<file path="src/rtl/owbm_pkg.sv">
// Package: shared types, codes and register defaults of the 1-Wire bus master.
`default_nettype none
package owbm_pkg;

  localparam int unsigned REG_W     = 10;
  localparam int unsigned NUM_REGS  = 8;
  localparam int unsigned CFG_IDX_W = 4;

  localparam logic [1:0] OP_TICK  = 2'd0;
  localparam logic [1:0] OP_RESET = 2'd1;
  localparam logic [1:0] OP_WRITE = 2'd2;
  localparam logic [1:0] OP_READ  = 2'd3;

  localparam logic [CFG_IDX_W-1:0] REG_RESET_LOW     = 4'd0;
  localparam logic [CFG_IDX_W-1:0] REG_RESET_RELEASE = 4'd1;
  localparam logic [CFG_IDX_W-1:0] REG_ONE_LOW       = 4'd2;
  localparam logic [CFG_IDX_W-1:0] REG_ONE_RELEASE   = 4'd3;
  localparam logic [CFG_IDX_W-1:0] REG_ZERO_LOW      = 4'd4;
  localparam logic [CFG_IDX_W-1:0] REG_ZERO_RELEASE  = 4'd5;
  localparam logic [CFG_IDX_W-1:0] REG_READ_LOW      = 4'd6;
  localparam logic [CFG_IDX_W-1:0] REG_READ_SAMPLE   = 4'd7;

  localparam logic [REG_W-1:0] READ_RECOVER_TICKS = 10'd60;

  typedef logic [REG_W-1:0] reg_val_t;
  typedef reg_val_t [NUM_REGS-1:0] reg_file_t;

  localparam reg_file_t REG_DEFAULTS = {
    10'd12, 10'd2, 10'd2, 10'd60, 10'd60, 10'd3, 10'd200, 10'd500
  };

  typedef struct packed {
    logic [1:0] req_type;
    logic [7:0] write_byte;
    logic       line_level;
  } in_item_t;

  typedef struct packed {
    logic       drive_low;
    logic       busy_res;
    logic       done_res;
    logic [7:0] read_data;
    logic       rejected;
  } out_item_t;

  typedef struct packed {
    logic       is_cmd;
    logic [1:0] op;
    logic [7:0] write_byte;
    logic       line_level;
  } cmd_t;

  typedef struct packed {
    logic valid;
    cmd_t cmd;
  } cmd_q_t;

  function automatic reg_val_t dur(input reg_val_t v);
    dur = (v == '0) ? reg_val_t'(1) : v;
  endfunction

endpackage
`default_nettype wire

</file>
<file path="src/rtl/owbm_front.sv">
// Front part: accepts ticks, classifies them and queues them for the back part.
`default_nettype none
module owbm_front (
  input  wire                 clk,
  input  wire                 rst_n,
  input  wire                 in_push,
  output logic                in_full,
  input  owbm_pkg::in_item_t  in_data,
  output owbm_pkg::cmd_q_t    cmd_q,
  input  wire                 cmd_pop
);

  owbm_pkg::cmd_t q_mem [2];
  logic       wr_ptr_r, wr_ptr_nxt;
  logic       rd_ptr_r, rd_ptr_nxt;
  logic [1:0] cnt_r, cnt_nxt;
  logic       do_push, do_pop;
  owbm_pkg::cmd_t cls;

  always_comb begin
    cls.is_cmd     = (in_data.req_type != owbm_pkg::OP_TICK);
    cls.op         = in_data.req_type;
    cls.write_byte = in_data.write_byte;
    cls.line_level = in_data.line_level;
  end

  assign in_full = (cnt_r == 2'd2);
  assign do_push = in_push && !in_full;
  assign do_pop  = cmd_pop && (cnt_r != 2'd0);

  always_comb begin
    wr_ptr_nxt = do_push ? ~wr_ptr_r : wr_ptr_r;
    rd_ptr_nxt = do_pop ? ~rd_ptr_r : rd_ptr_r;
    cnt_nxt    = cnt_r + 2'(do_push) - 2'(do_pop);
  end

  always_ff @(posedge clk) begin
    if (!rst_n) begin
      wr_ptr_r <= 1'b0;
      rd_ptr_r <= 1'b0;
      cnt_r    <= 2'd0;
    end else begin
      wr_ptr_r <= wr_ptr_nxt;
      rd_ptr_r <= rd_ptr_nxt;
      cnt_r    <= cnt_nxt;
    end
  end

  always_ff @(posedge clk) begin
    if (do_push) begin
      q_mem[wr_ptr_r] <= cls;
    end
  end

  assign cmd_q.valid = (cnt_r != 2'd0);
  assign cmd_q.cmd   = q_mem[rd_ptr_r];

endmodule
`default_nettype wire

</file>
<file path="src/rtl/owbm_back.sv">
// Back part: register file, bus timing state and the result queue.
`default_nettype none
module owbm_back (
  input  wire                                clk,
  input  wire                                rst_n,
  input  owbm_pkg::cmd_q_t                   cmd_q,
  output logic                               cmd_pop,
  input  wire                                cfg_valid,
  output logic                               cfg_ready,
  input  wire [owbm_pkg::CFG_IDX_W-1:0]      cfg_index,
  input  wire [owbm_pkg::REG_W-1:0]          cfg_data,
  output logic                               out_empty,
  input  wire                                out_pop,
  output owbm_pkg::out_item_t                out_data
);

  localparam logic [1:0] PH_IDLE    = 2'd0;
  localparam logic [1:0] PH_LOW     = 2'd1;
  localparam logic [1:0] PH_RELEASE = 2'd2;
  localparam logic [1:0] PH_RECOVER = 2'd3;

  owbm_pkg::reg_file_t regs_r;
  logic [1:0]               phase_r, phase_nxt;
  owbm_pkg::reg_val_t       timer_r, timer_nxt;
  logic [2:0]               bit_r, bit_nxt;
  logic [7:0]               shift_r, shift_nxt;
  logic [1:0]               op_r, op_nxt;
  logic                     drv_r, drv_nxt;
  logic [7:0]               hold_r, hold_nxt;
  logic                     done, rej;
  owbm_pkg::reg_val_t       t_dec;
  logic [7:0]               sh;
  owbm_pkg::out_item_t      res;

  owbm_pkg::out_item_t o_mem [2];
  logic       o_wr_r, o_rd_r;
  logic [1:0] o_cnt_r;
  logic       o_room, step, o_pop;

  assign cfg_ready = 1'b1;

  always_ff @(posedge clk) begin
    if (!rst_n) begin
      regs_r <= owbm_pkg::REG_DEFAULTS;
    end else if (cfg_valid && cfg_index < owbm_pkg::CFG_IDX_W'(owbm_pkg::NUM_REGS)) begin
      regs_r[cfg_index[2:0]] <= cfg_data;
    end
  end

  assign o_room  = (o_cnt_r != 2'd2);
  assign step    = cmd_q.valid && o_room;
  assign cmd_pop = step;
  assign o_pop   = out_pop && (o_cnt_r != 2'd0);

  always_comb begin
    phase_nxt = phase_r;
    timer_nxt = timer_r;
    bit_nxt   = bit_r;
    shift_nxt = shift_r;
    op_nxt    = op_r;
    drv_nxt   = drv_r;
    hold_nxt  = hold_r;
    done      = 1'b0;
    rej       = 1'b0;
    t_dec     = timer_r - owbm_pkg::REG_W'(timer_r != '0);
    sh        = shift_r >> 1;
    if (phase_r != PH_IDLE) begin
      rej       = cmd_q.cmd.is_cmd;
      timer_nxt = t_dec;
      if (t_dec == '0) begin
        priority if (op_r == owbm_pkg::OP_RESET && phase_r == PH_LOW) begin
          phase_nxt = PH_RELEASE;
          timer_nxt = owbm_pkg::dur(regs_r[owbm_pkg::REG_RESET_RELEASE[2:0]]);
          drv_nxt   = 1'b0;
        end else if (op_r == owbm_pkg::OP_RESET && phase_r == PH_RELEASE) begin
          phase_nxt = PH_IDLE; timer_nxt = '0; bit_nxt = '0; drv_nxt = 1'b0;
          done      = 1'b1;
        end else if (op_r == owbm_pkg::OP_WRITE && phase_r == PH_LOW) begin
          phase_nxt = PH_RELEASE;
          timer_nxt = shift_r[0] ?
                      owbm_pkg::dur(regs_r[owbm_pkg::REG_ONE_RELEASE[2:0]]) :
                      owbm_pkg::dur(regs_r[owbm_pkg::REG_ZERO_RELEASE[2:0]]);
          drv_nxt   = 1'b0;
        end else if (op_r == owbm_pkg::OP_WRITE && phase_r == PH_RELEASE) begin
          shift_nxt = sh;
          if (bit_r == 3'd7) begin
            phase_nxt = PH_IDLE; timer_nxt = '0; bit_nxt = '0; drv_nxt = 1'b0;
            done      = 1'b1;
          end else begin
            bit_nxt   = bit_r + 3'd1;
            phase_nxt = PH_LOW;
            timer_nxt = sh[0] ?
                        owbm_pkg::dur(regs_r[owbm_pkg::REG_ONE_LOW[2:0]]) :
                        owbm_pkg::dur(regs_r[owbm_pkg::REG_ZERO_LOW[2:0]]);
            drv_nxt   = 1'b1;
          end
        end else if (op_r == owbm_pkg::OP_READ && phase_r == PH_LOW) begin
          phase_nxt = PH_RELEASE;
          timer_nxt = owbm_pkg::dur(regs_r[owbm_pkg::REG_READ_SAMPLE[2:0]]);
          drv_nxt   = 1'b0;
        end else if (op_r == owbm_pkg::OP_READ && phase_r == PH_RELEASE) begin
          shift_nxt = {cmd_q.cmd.line_level, shift_r[7:1]};
          phase_nxt = PH_RECOVER;
          timer_nxt = owbm_pkg::READ_RECOVER_TICKS;
          drv_nxt   = 1'b0;
        end else if (op_r == owbm_pkg::OP_READ && phase_r == PH_RECOVER) begin
          if (bit_r == 3'd7) begin
            hold_nxt  = shift_r;
            phase_nxt = PH_IDLE; timer_nxt = '0; bit_nxt = '0; drv_nxt = 1'b0;
            done      = 1'b1;
          end else begin
            bit_nxt   = bit_r + 3'd1;
            phase_nxt = PH_LOW;
            timer_nxt = owbm_pkg::dur(regs_r[owbm_pkg::REG_READ_LOW[2:0]]);
            drv_nxt   = 1'b1;
          end
        end else begin
          phase_nxt = PH_IDLE; timer_nxt = '0; bit_nxt = '0; drv_nxt = 1'b0;
        end
      end
    end else if (cmd_q.cmd.is_cmd) begin
      op_nxt    = cmd_q.cmd.op;
      bit_nxt   = '0;
      phase_nxt = PH_LOW;
      drv_nxt   = 1'b1;
      unique case (cmd_q.cmd.op)
        owbm_pkg::OP_RESET: begin
          timer_nxt = owbm_pkg::dur(regs_r[owbm_pkg::REG_RESET_LOW[2:0]]);
        end
        owbm_pkg::OP_WRITE: begin
          shift_nxt = cmd_q.cmd.write_byte;
          timer_nxt = cmd_q.cmd.write_byte[0] ?
                      owbm_pkg::dur(regs_r[owbm_pkg::REG_ONE_LOW[2:0]]) :
                      owbm_pkg::dur(regs_r[owbm_pkg::REG_ZERO_LOW[2:0]]);
        end
        default: begin
          shift_nxt = '0;
          timer_nxt = owbm_pkg::dur(regs_r[owbm_pkg::REG_READ_LOW[2:0]]);
        end
      endcase
    end
  end

  always_comb begin
    res.drive_low = drv_nxt;
    res.busy_res  = (phase_nxt != PH_IDLE);
    res.done_res  = done;
    res.read_data = hold_nxt;
    res.rejected  = rej;
  end

  always_ff @(posedge clk) begin
    if (!rst_n) begin
      phase_r <= PH_IDLE;
      timer_r <= '0;
      bit_r   <= '0;
      shift_r <= '0;
      op_r    <= owbm_pkg::OP_TICK;
      drv_r   <= 1'b0;
      hold_r  <= '0;
    end else if (step) begin
      phase_r <= phase_nxt;
      timer_r <= timer_nxt;
      bit_r   <= bit_nxt;
      shift_r <= shift_nxt;
      op_r    <= op_nxt;
      drv_r   <= drv_nxt;
      hold_r  <= hold_nxt;
    end
  end

  always_ff @(posedge clk) begin
    if (!rst_n) begin
      o_wr_r  <= 1'b0;
      o_rd_r  <= 1'b0;
      o_cnt_r <= 2'd0;
    end else begin
      if (step) begin
        o_wr_r <= ~o_wr_r;
      end
      if (o_pop) begin
        o_rd_r <= ~o_rd_r;
      end
      o_cnt_r <= o_cnt_r + 2'(step) - 2'(o_pop);
    end
  end

  always_ff @(posedge clk) begin
    if (step) begin
      o_mem[o_wr_r] <= res;
    end
  end

  assign out_empty = (o_cnt_r == 2'd0);
  assign out_data  = o_mem[o_rd_r];

endmodule
`default_nettype wire

</file>
<file path="src/rtl/onewire_bus_master_unit.sv">
// Top level: 1-Wire bus master, front queue feeding the timing engine.
//
//  channel  ports                               handshake
//  in       in_push, in_full, in_data           push & !full
//  out      out_pop, out_empty, out_data        pop & !empty
//  cfg      cfg_valid, cfg_ready, cfg_index,    valid & ready
//           cfg_data
//
// One tick item is taken per cycle while in_full is low; its result passes
// through the front queue and then the result queue before the out ports;
// the engine writes the result queue on the edge it steps.
// The timing engine updates its state on each tick it takes from the front queue.
// Reset restores register defaults and leaves the bus released and idle.
// A full result queue stalls the engine; the front queue then fills and
// raises in_full.
`default_nettype none
module onewire_bus_master_unit (
  input  wire                            clk,
  input  wire                            rst_n,
  input  wire                            in_push,
  output logic                           in_full,
  input  owbm_pkg::in_item_t             in_data,
  output logic                           out_empty,
  input  wire                            out_pop,
  output owbm_pkg::out_item_t            out_data,
  input  wire                            cfg_valid,
  output logic                           cfg_ready,
  input  wire [owbm_pkg::CFG_IDX_W-1:0]  cfg_index,
  input  wire [owbm_pkg::REG_W-1:0]      cfg_data
);

  owbm_pkg::cmd_q_t cmd_q;
  logic             cmd_pop;

  owbm_front u_front (
    .clk     (clk),
    .rst_n   (rst_n),
    .in_push (in_push),
    .in_full (in_full),
    .in_data (in_data),
    .cmd_q   (cmd_q),
    .cmd_pop (cmd_pop)
  );

  owbm_back u_back (
    .clk       (clk),
    .rst_n     (rst_n),
    .cmd_q     (cmd_q),
    .cmd_pop   (cmd_pop),
    .cfg_valid (cfg_valid),
    .cfg_ready (cfg_ready),
    .cfg_index (cfg_index),
    .cfg_data  (cfg_data),
    .out_empty (out_empty),
    .out_pop   (out_pop),
    .out_data  (out_data)
  );

endmodule
`default_nettype wire
</file>
<file path="config.mk">
export PLATFORM = sky130hd
export DESIGN_NAME = onewire_bus_master_unit
export DESIGN_NICKNAME = d
export VERILOG_FILES = /design/src/rtl/owbm_pkg.sv /design/src/rtl/owbm_front.sv /design/src/rtl/owbm_back.sv /design/src/rtl/onewire_bus_master_unit.sv
export SDC_FILE = /design/constraint.sdc
export NUM_CORES = 1
export LEC_CHECK = 0
export BUFFER_PORTS_ARGS = -buffer_cell sky130_fd_sc_hd__buf_2
export CAP_MARGIN = 20
export CORE_UTILIZATION = 50
export DETAILED_ROUTE_END_ITERATION = 10
export GPL_TIMING_DRIVEN = 1
export HOLD_SLACK_MARGIN = 0.05
export MAX_ROUTING_LAYER = met4
export PLACE_DENSITY = 0.67
export SKIP_CTS_REPAIR_TIMING = 1
export SYNTH_ARGS = -nofsm -noshare
export SYNTH_HDL_FRONTEND = slang
export SYNTH_SLANG_ARGS = --single-unit
</file>
<file path="constraint.sdc">
create_clock -name clk -period 4.15 [get_ports clk]
set_clock_uncertainty 0.15 [all_clocks]
set_input_delay 0.2075 -clock clk [delete_from_list [all_inputs] [get_ports clk]]
set_output_delay 0.2075 -clock clk [all_outputs]
set_load 0.03 [all_outputs]
</file>
== Word level (Yosys, flattened, before mapping) ==
Memory sizes are Yosys's and may differ from the RTL's. A register that Yosys moved wholly into a read port is not among the register bits.
Cells that the tools add are included.
Word-level totals
  register bits: 122
  memory bits (writable): 48
  bits of input ports: 30
  output and inout port bits: 15
  word-level logic and storage cells: 192
  memories kept: 2
Cells by class
  add/sub/neg operators: 6
  $lt $le $gt $ge: 3
  equality and inequality tests: 21
  mux-type cells: 99
  bitwise logic cells: 5
  reduce and logical (&&, ||, !) cells: 35
Memories
  u_back.o_mem: depth 2, bits a word 12, read ports 1, clocked after memory_dff 1, wr ports 1, RTL line owbm_back.sv:35  | owbm_pkg::out_item_t o_mem [2];
  u_front.q_mem: depth 2, bits a word 12, read ports 1, clocked after memory_dff 1, wr ports 1, RTL line owbm_front.sv:13  | owbm_pkg::cmd_t q_mem [2];
Operator list (count)
  10-bit 2-to-1 mux: 24
  8-bit 2-to-1 mux: 19
  10-bit zero test: 9
  80-bit bitwise mux: 1
  3-bit 2-to-1 mux: 11
  1-bit 2-to-1 mux: 32
  10-bit demux with 3-bit select: 1
  10-bit case mux with 2 select lines: 1
  2-bit 2-to-1 mux: 9
  8-bit case mux with 2 select lines: 1
  1-bit logical AND: 13
  2-bit equality test (second input constant): 6
  2-bit nonzero test: 6
  2-bit != test (second input constant): 5
  10-bit nonzero test: 1
  10-bit by 1-bit subtractor with 10-bit output: 1
  3-bit != test (second input constant): 3
  9-bit AND reduction: 1
  4-bit != test (second input constant): 2
  7-bit AND reduction: 1
  2-bit by 1-bit equality test with 1-bit output (second input constant): 3
  1-bit inverter: 5
  2-bit by 1-bit adder with 2-bit output: 2
  3-bit by 4-bit < comparator with 1-bit output (second input constant): 1
  10 further kinds: 11

== Depth between registers and ports, before layout ==
  depth after elaboration: 12
  gate-level depth with buffers: 13
  mapped depth without buffers: 10

== Hierarchy ==
Synthesis repeated with hierarchy kept, for this count alone.
Unflattened totals
  cell total of the unflattened synthesis: 891
  area total of the unflattened synthesis: 8553.2 µm²
Modules (own cells, without submodules)
  owbm_back: instances 1, cells an instance 826, area an instance 7404.6 µm², sequential area each 3103.0 µm²
  owbm_front: instances 1, cells an instance 65, area an instance 1148.6 µm², sequential area each 820.8 µm²

== Least setup slack after synthesis ==
No wires, ideal clock.
  path kind: register -> register
  start point: register u_back.timer_r[7]
  end point: memory u_back.o_mem[0][1] (netlist name) (data pin)
  setup time: 0.262 ns
  arrival time: 3.005 ns
  data required time: 3.738 ns
  path slack: 0.733 ns
  cell stages (with the launch flop): 12
  buffers on the path: 2
  period minus slack after synthesis: 3.417 ns
  cell sequence: dfxtp_1 > nor2_1 > nand4_1 > ha_1 > ha_1 > nor3b_1 > xnor2_1 > nand3_1 > or4b_1 > buf_6 > buf_8 > mux2_4
On the way
  cells in the longest elaborated chain, start to end: 5
Ends and longest elaborated chain
  start, declared: RTL line owbm_back.sv:24  | owbm_pkg::reg_val_t timer_r, timer_nxt;
  start signal, assigned: RTL line owbm_back.sv:163  | timer_r <= timer_nxt;
  10-bit nonzero test: RTL line owbm_back.sv:65  | t_dec = timer_r - owbm_pkg::REG_W'(timer_r != '0);
  10-bit by 1-bit subtractor with 10-bit output (*): RTL line owbm_back.sv:65
  10-bit zero test (*): RTL line owbm_back.sv:70  | if (t_dec == '0) begin
  8-bit 2-to-1 mux (*): RTL line owbm_back.sv:70
  8-bit 2-to-1 mux (*): RTL line owbm_back.sv:67  | if (phase_r != PH_IDLE) begin
  net u_back.hold_nxt[0]: RTL line owbm_back.sv:29  | logic [7:0] hold_r, hold_nxt;
  end, declared: RTL line owbm_back.sv:35
The timed path passes the listed nets; every way through them passes the cells marked *.

== Worst setup path in the final report ==
  start point: register u_back.timer_r[6]
  end point: memory u_back.o_mem[1][1] (netlist name) (data pin)
The elaborated chain is that of the path after synthesis.

==> flow_metrics.env <==
export IMPL_critPathSlowestCell="or4b_1"
export IMPL_clock_path_buffers=2
export IMPL_synth_seq_area_share=0.465
export IMPL_required_ns=4.18
export IMPL_fin_crit_sh=0.915
export IMPL_firstDrtPassIters=8
export IMPL_synthTopCellsByCount="nand2_1, dfxtp_1, a21oi_1"
export IMPL_max_stage_delay_ns=0.85
export IMPL_antenna_found_initial=0
export IMPL_n_antenna_cell=0
export IMPL_cts_buffers=17
export IMPL_synth_area_leaders="dfxtp_1, edfxtp_1, nand2_1"
export IMPL_pin_count=45
export IMPL_cp_top_family="simple AND/OR/NAND/NOR gates"
export IMPL_synth_adder_area_share=0.0160
export IMPL_cts_root_buf="clkbuf_16"
export IMPL_min_period_ns=3.80
export IMPL_clk_latency_ns=0.44
export IMPL_gr_usage_all_layers=0.272
export IMPL_yosys_area_share_simple=0.191
export IMPL_cp_cell_sequence="nor3_4, nand4_1, ha_1, ha_1, nor3b_1, buf_4, o21ai_0, a22oi_4, or4b_1, mux2_4"
export IMPL_cts_sinks=172
export IMPL_ys_flop_type="dfxtp_1"
export IMPL_powerDensity_nw_per_um2=678
export IMPL_worst_ep_arrival_time_ns=3.83
export IMPL_drc=2
export IMPL_core_area_um2=16500
export IMPL_seqPwrFrac=0.343
export IMPL_clk_pin_slew_worst_paths_ns=0.07
export IMPL_synth_top_cell_by_area="dfxtp_1"
export IMPL_syn_nets=973
export IMPL_relSlewSlack=0.261
export IMPL_yosys_area_top_type_share=0.294
export IMPL_p_switching_mw=2.58
export IMPL_ys_warn_count=0
export IMPL_crit_path_end="u_back.o_mem[1][1]"
export IMPL_place_congestion=0.927
export IMPL_start_util=0.511
export IMPL_fin_tns_setup_ns=0
export IMPL_avgViaCountPerCell=5.89
export IMPL_critical_path_class="flop to flop"
export IMPL_path_depth=10
export IMPL_p_leak_nw=3.56
export IMPL_cpMostUsedCell="ha_1"
export IMPL_syn_avg_cell_area_um2=9.05
export IMPL_wire_per_inst_um=19.0
export IMPL_grt_max_degree=46
export IMPL_fp_dieH_um=132
export IMPL_synth_most_common_cell="nand2_1"
export IMPL_drtIter0Drc=753
export IMPL_switching_share=0.395
export IMPL_cts_tree="done"
export IMPL_worstMarginPinSlew_ns=1.10
export IMPL_synth_seq_cells=172
export IMPL_worst_path_buf_inv=1
export IMPL_overflow=0
export IMPL_pre_cts_ws_ns=0.402
export IMPL_synth_xor_area_frac=0.0176
export IMPL_synth_top_family_by_area="simple AND/OR/NAND/NOR gates"
export IMPL_vias=7103
export IMPL_power_frac_clock=0.251
export IMPL_slew_viol_final=0
export IMPL_path_max_fanout=16
export IMPL_synthArstFlopShare=0
export IMPL_cp_startpoint="u_back.timer_r[6]"
export IMPL_rrSetupSlack_ns=0.35
export IMPL_rsz0062_at_grt="false"
export IMPL_syn2layout_area_growth_pct=14.1
export IMPL_p_int_mw=3.95
export IMPL_fin_nets=1013
export IMPL_grt_pass1_wl_um=35300
export IMPL_whs_ns=0.00371
export IMPL_cts_max_level=4
export IMPL_timing_rr_end="u_back.o_mem[1][1]"
export IMPL_status="complete, but fails checks"
export IMPL_syn_area_um2=8440
export IMPL_fin_area_um2=9640
export IMPL_dp_final_hpwl_um=15800
export IMPL_die_area_um2=17400
export IMPL_maxCapViolCount=0
export IMPL_start_kind="flop"
export IMPL_worst_setup_path_end_kind="flop"
export IMPL_die_w_um=132
export IMPL_drive_gt1_frac=0.150
export IMPL_hp_class="primary input to flop"
export IMPL_synth_cells=933
export IMPL_finalSetupViolCount=0
export IMPL_muxShareOfSynthArea=0.106
export IMPL_synth_compound_area_frac=0.160
export IMPL_yosysUniqueCellTypes=72
export IMPL_dpl_cell_area_um2=8810
export IMPL_io_buffer_count=43
export IMPL_hold_viol_final=0
export IMPL_violations="design-rule violations"
export IMPL_ant_nets=0
export IMPL_r2r_start="u_back.timer_r[6]"
export IMPL_peakVddDrop_mv=0.534
export IMPL_wirelength_um=22900
export IMPL_synth_edf_count=48
export IMPL_pwr_share_comb=0.406
export IMPL_num_rows=47
export IMPL_rr_worst_depth=10
export IMPL_grt_pass1_vias=6377
export IMPL_fmax_ghz=0.263
export IMPL_setup_slack_ns=0.353
cells in the final DEF (no fill, tap or decap), drive strengths merged, types with 5 or more instances in the layout:
master         n
nand2        158
dfxtp        124
a21oi         84
nor2          74
buf           66
edfxtp        48
mux2i         47
o21ai         40
nand3         38
mux2          37
inv           27
dlygate4sd3   22
nor3          22
clkbuf        18
nor2b         13
nor4          12
a221oi        11
xor2          10
a311oi        10
ha            10
a31oi          9
xnor2          7
a22oi          7
nand2b         6
and2           5
a211oi         5
a2111oi        5
through the flow:
| stage | power, mW | utilization | std cells |
|---|---|---|---|
| after detailed placement | 4.88 | 0.533 | 1152 |
| after global routing | 6.87 | 0.583 | 1206 |
| after floorplan | 4.15 | - | 933 |
| final | 6.53 | 0.583 | 1206 |
| after CTS | 6.50 | 0.570 | 1184 |
| after global placement | 4.86 | 0.533 | 1151 |
layer usage:
metal  routed length [µm]  share of wire  vias up  global-route usage
met5                    0              0        -                   -
met4                  417          0.018        0              0.0879
met3                 1280          0.056       33              0.0454
met2                10500           0.46      224               0.397
met1                10700           0.47     3415               0.384
li1                     -              -     3431                   -
power by group through the flow:
stage / Combinational [mW] / Sequential (mW) / Clock [mW]
4_1_cts: 2.61 / 2.24 / 1.65
6_report: 2.65 / 2.24 / 1.64
3_5_place_dp: 2.60 / 2.28 / 0
3_3_place_gp: 2.59 / 2.26 / 0
5_1_grt: 2.88 / 2.27 / 1.73
2_1_floorplan: 2.00 / 2.16 / 0
cell families after synthesis:
logic type,after synthesis
fa+ha+maj,11
mux,84
compound gates,209
simple gates,352
xor+xnor,17
buf+inv,87
flops,172
other cells,1
worst reg2reg max path, cell delays in order, from the launching register on:
cell     delay, ns
dfxtp_1       0.38
nor3_4        0.30
nand4_1       0.14
ha_1          0.26
ha_1          0.28
nor3b_1       0.16
buf_4         0.17
o21ai_0       0.30
a22oi_4       0.15
or4b_1        0.85
mux2_4        0.41
sequential cells by signal, indices dropped and copies added (netlist names), 3 cells and up, named ones only:
register / count
u_back.hold_r: 8
u_back.shift_r: 8
u_back.regs_r: 80
u_back.o_mem: 24
u_back.timer_r: 10
u_back.bit_r: 3
u_front.q_mem: 24
final cells by class:
class                      count  area, µm²
fill                        1487       6890
multi-input combinational    674       4150
sequential                   172       3920
timing repair buffer          88        606
clock buffer                  18        429
tap                          220        275
clock inverter                14        174
inverter                      20       75.1
worst min-delay path by stage:
| stage | from | to | slack (ns) | cells after the start |
|---|---|---|---|---|
| 4_1_cts | in_data[5] | u_front.q_mem[0][5] | -0.21 | 1 |
| 2_1_floorplan | in_data[0] | u_front.q_mem[0][0] | 0.16 | 0 |
| 3_5_place_dp | in_data[5] | u_front.q_mem[1][5] | 0.25 | 1 |
| 6_report | in_push | u_front.wr_ptr_r | 0.004 | 4 |
| 3_3_place_gp | in_data[5] | u_front.q_mem[1][5] | 0.25 | 1 |
| 5_1_grt | in_push | u_front.wr_ptr_r | 0.05 | 4 |
Power figures use the tool's default switching activity.
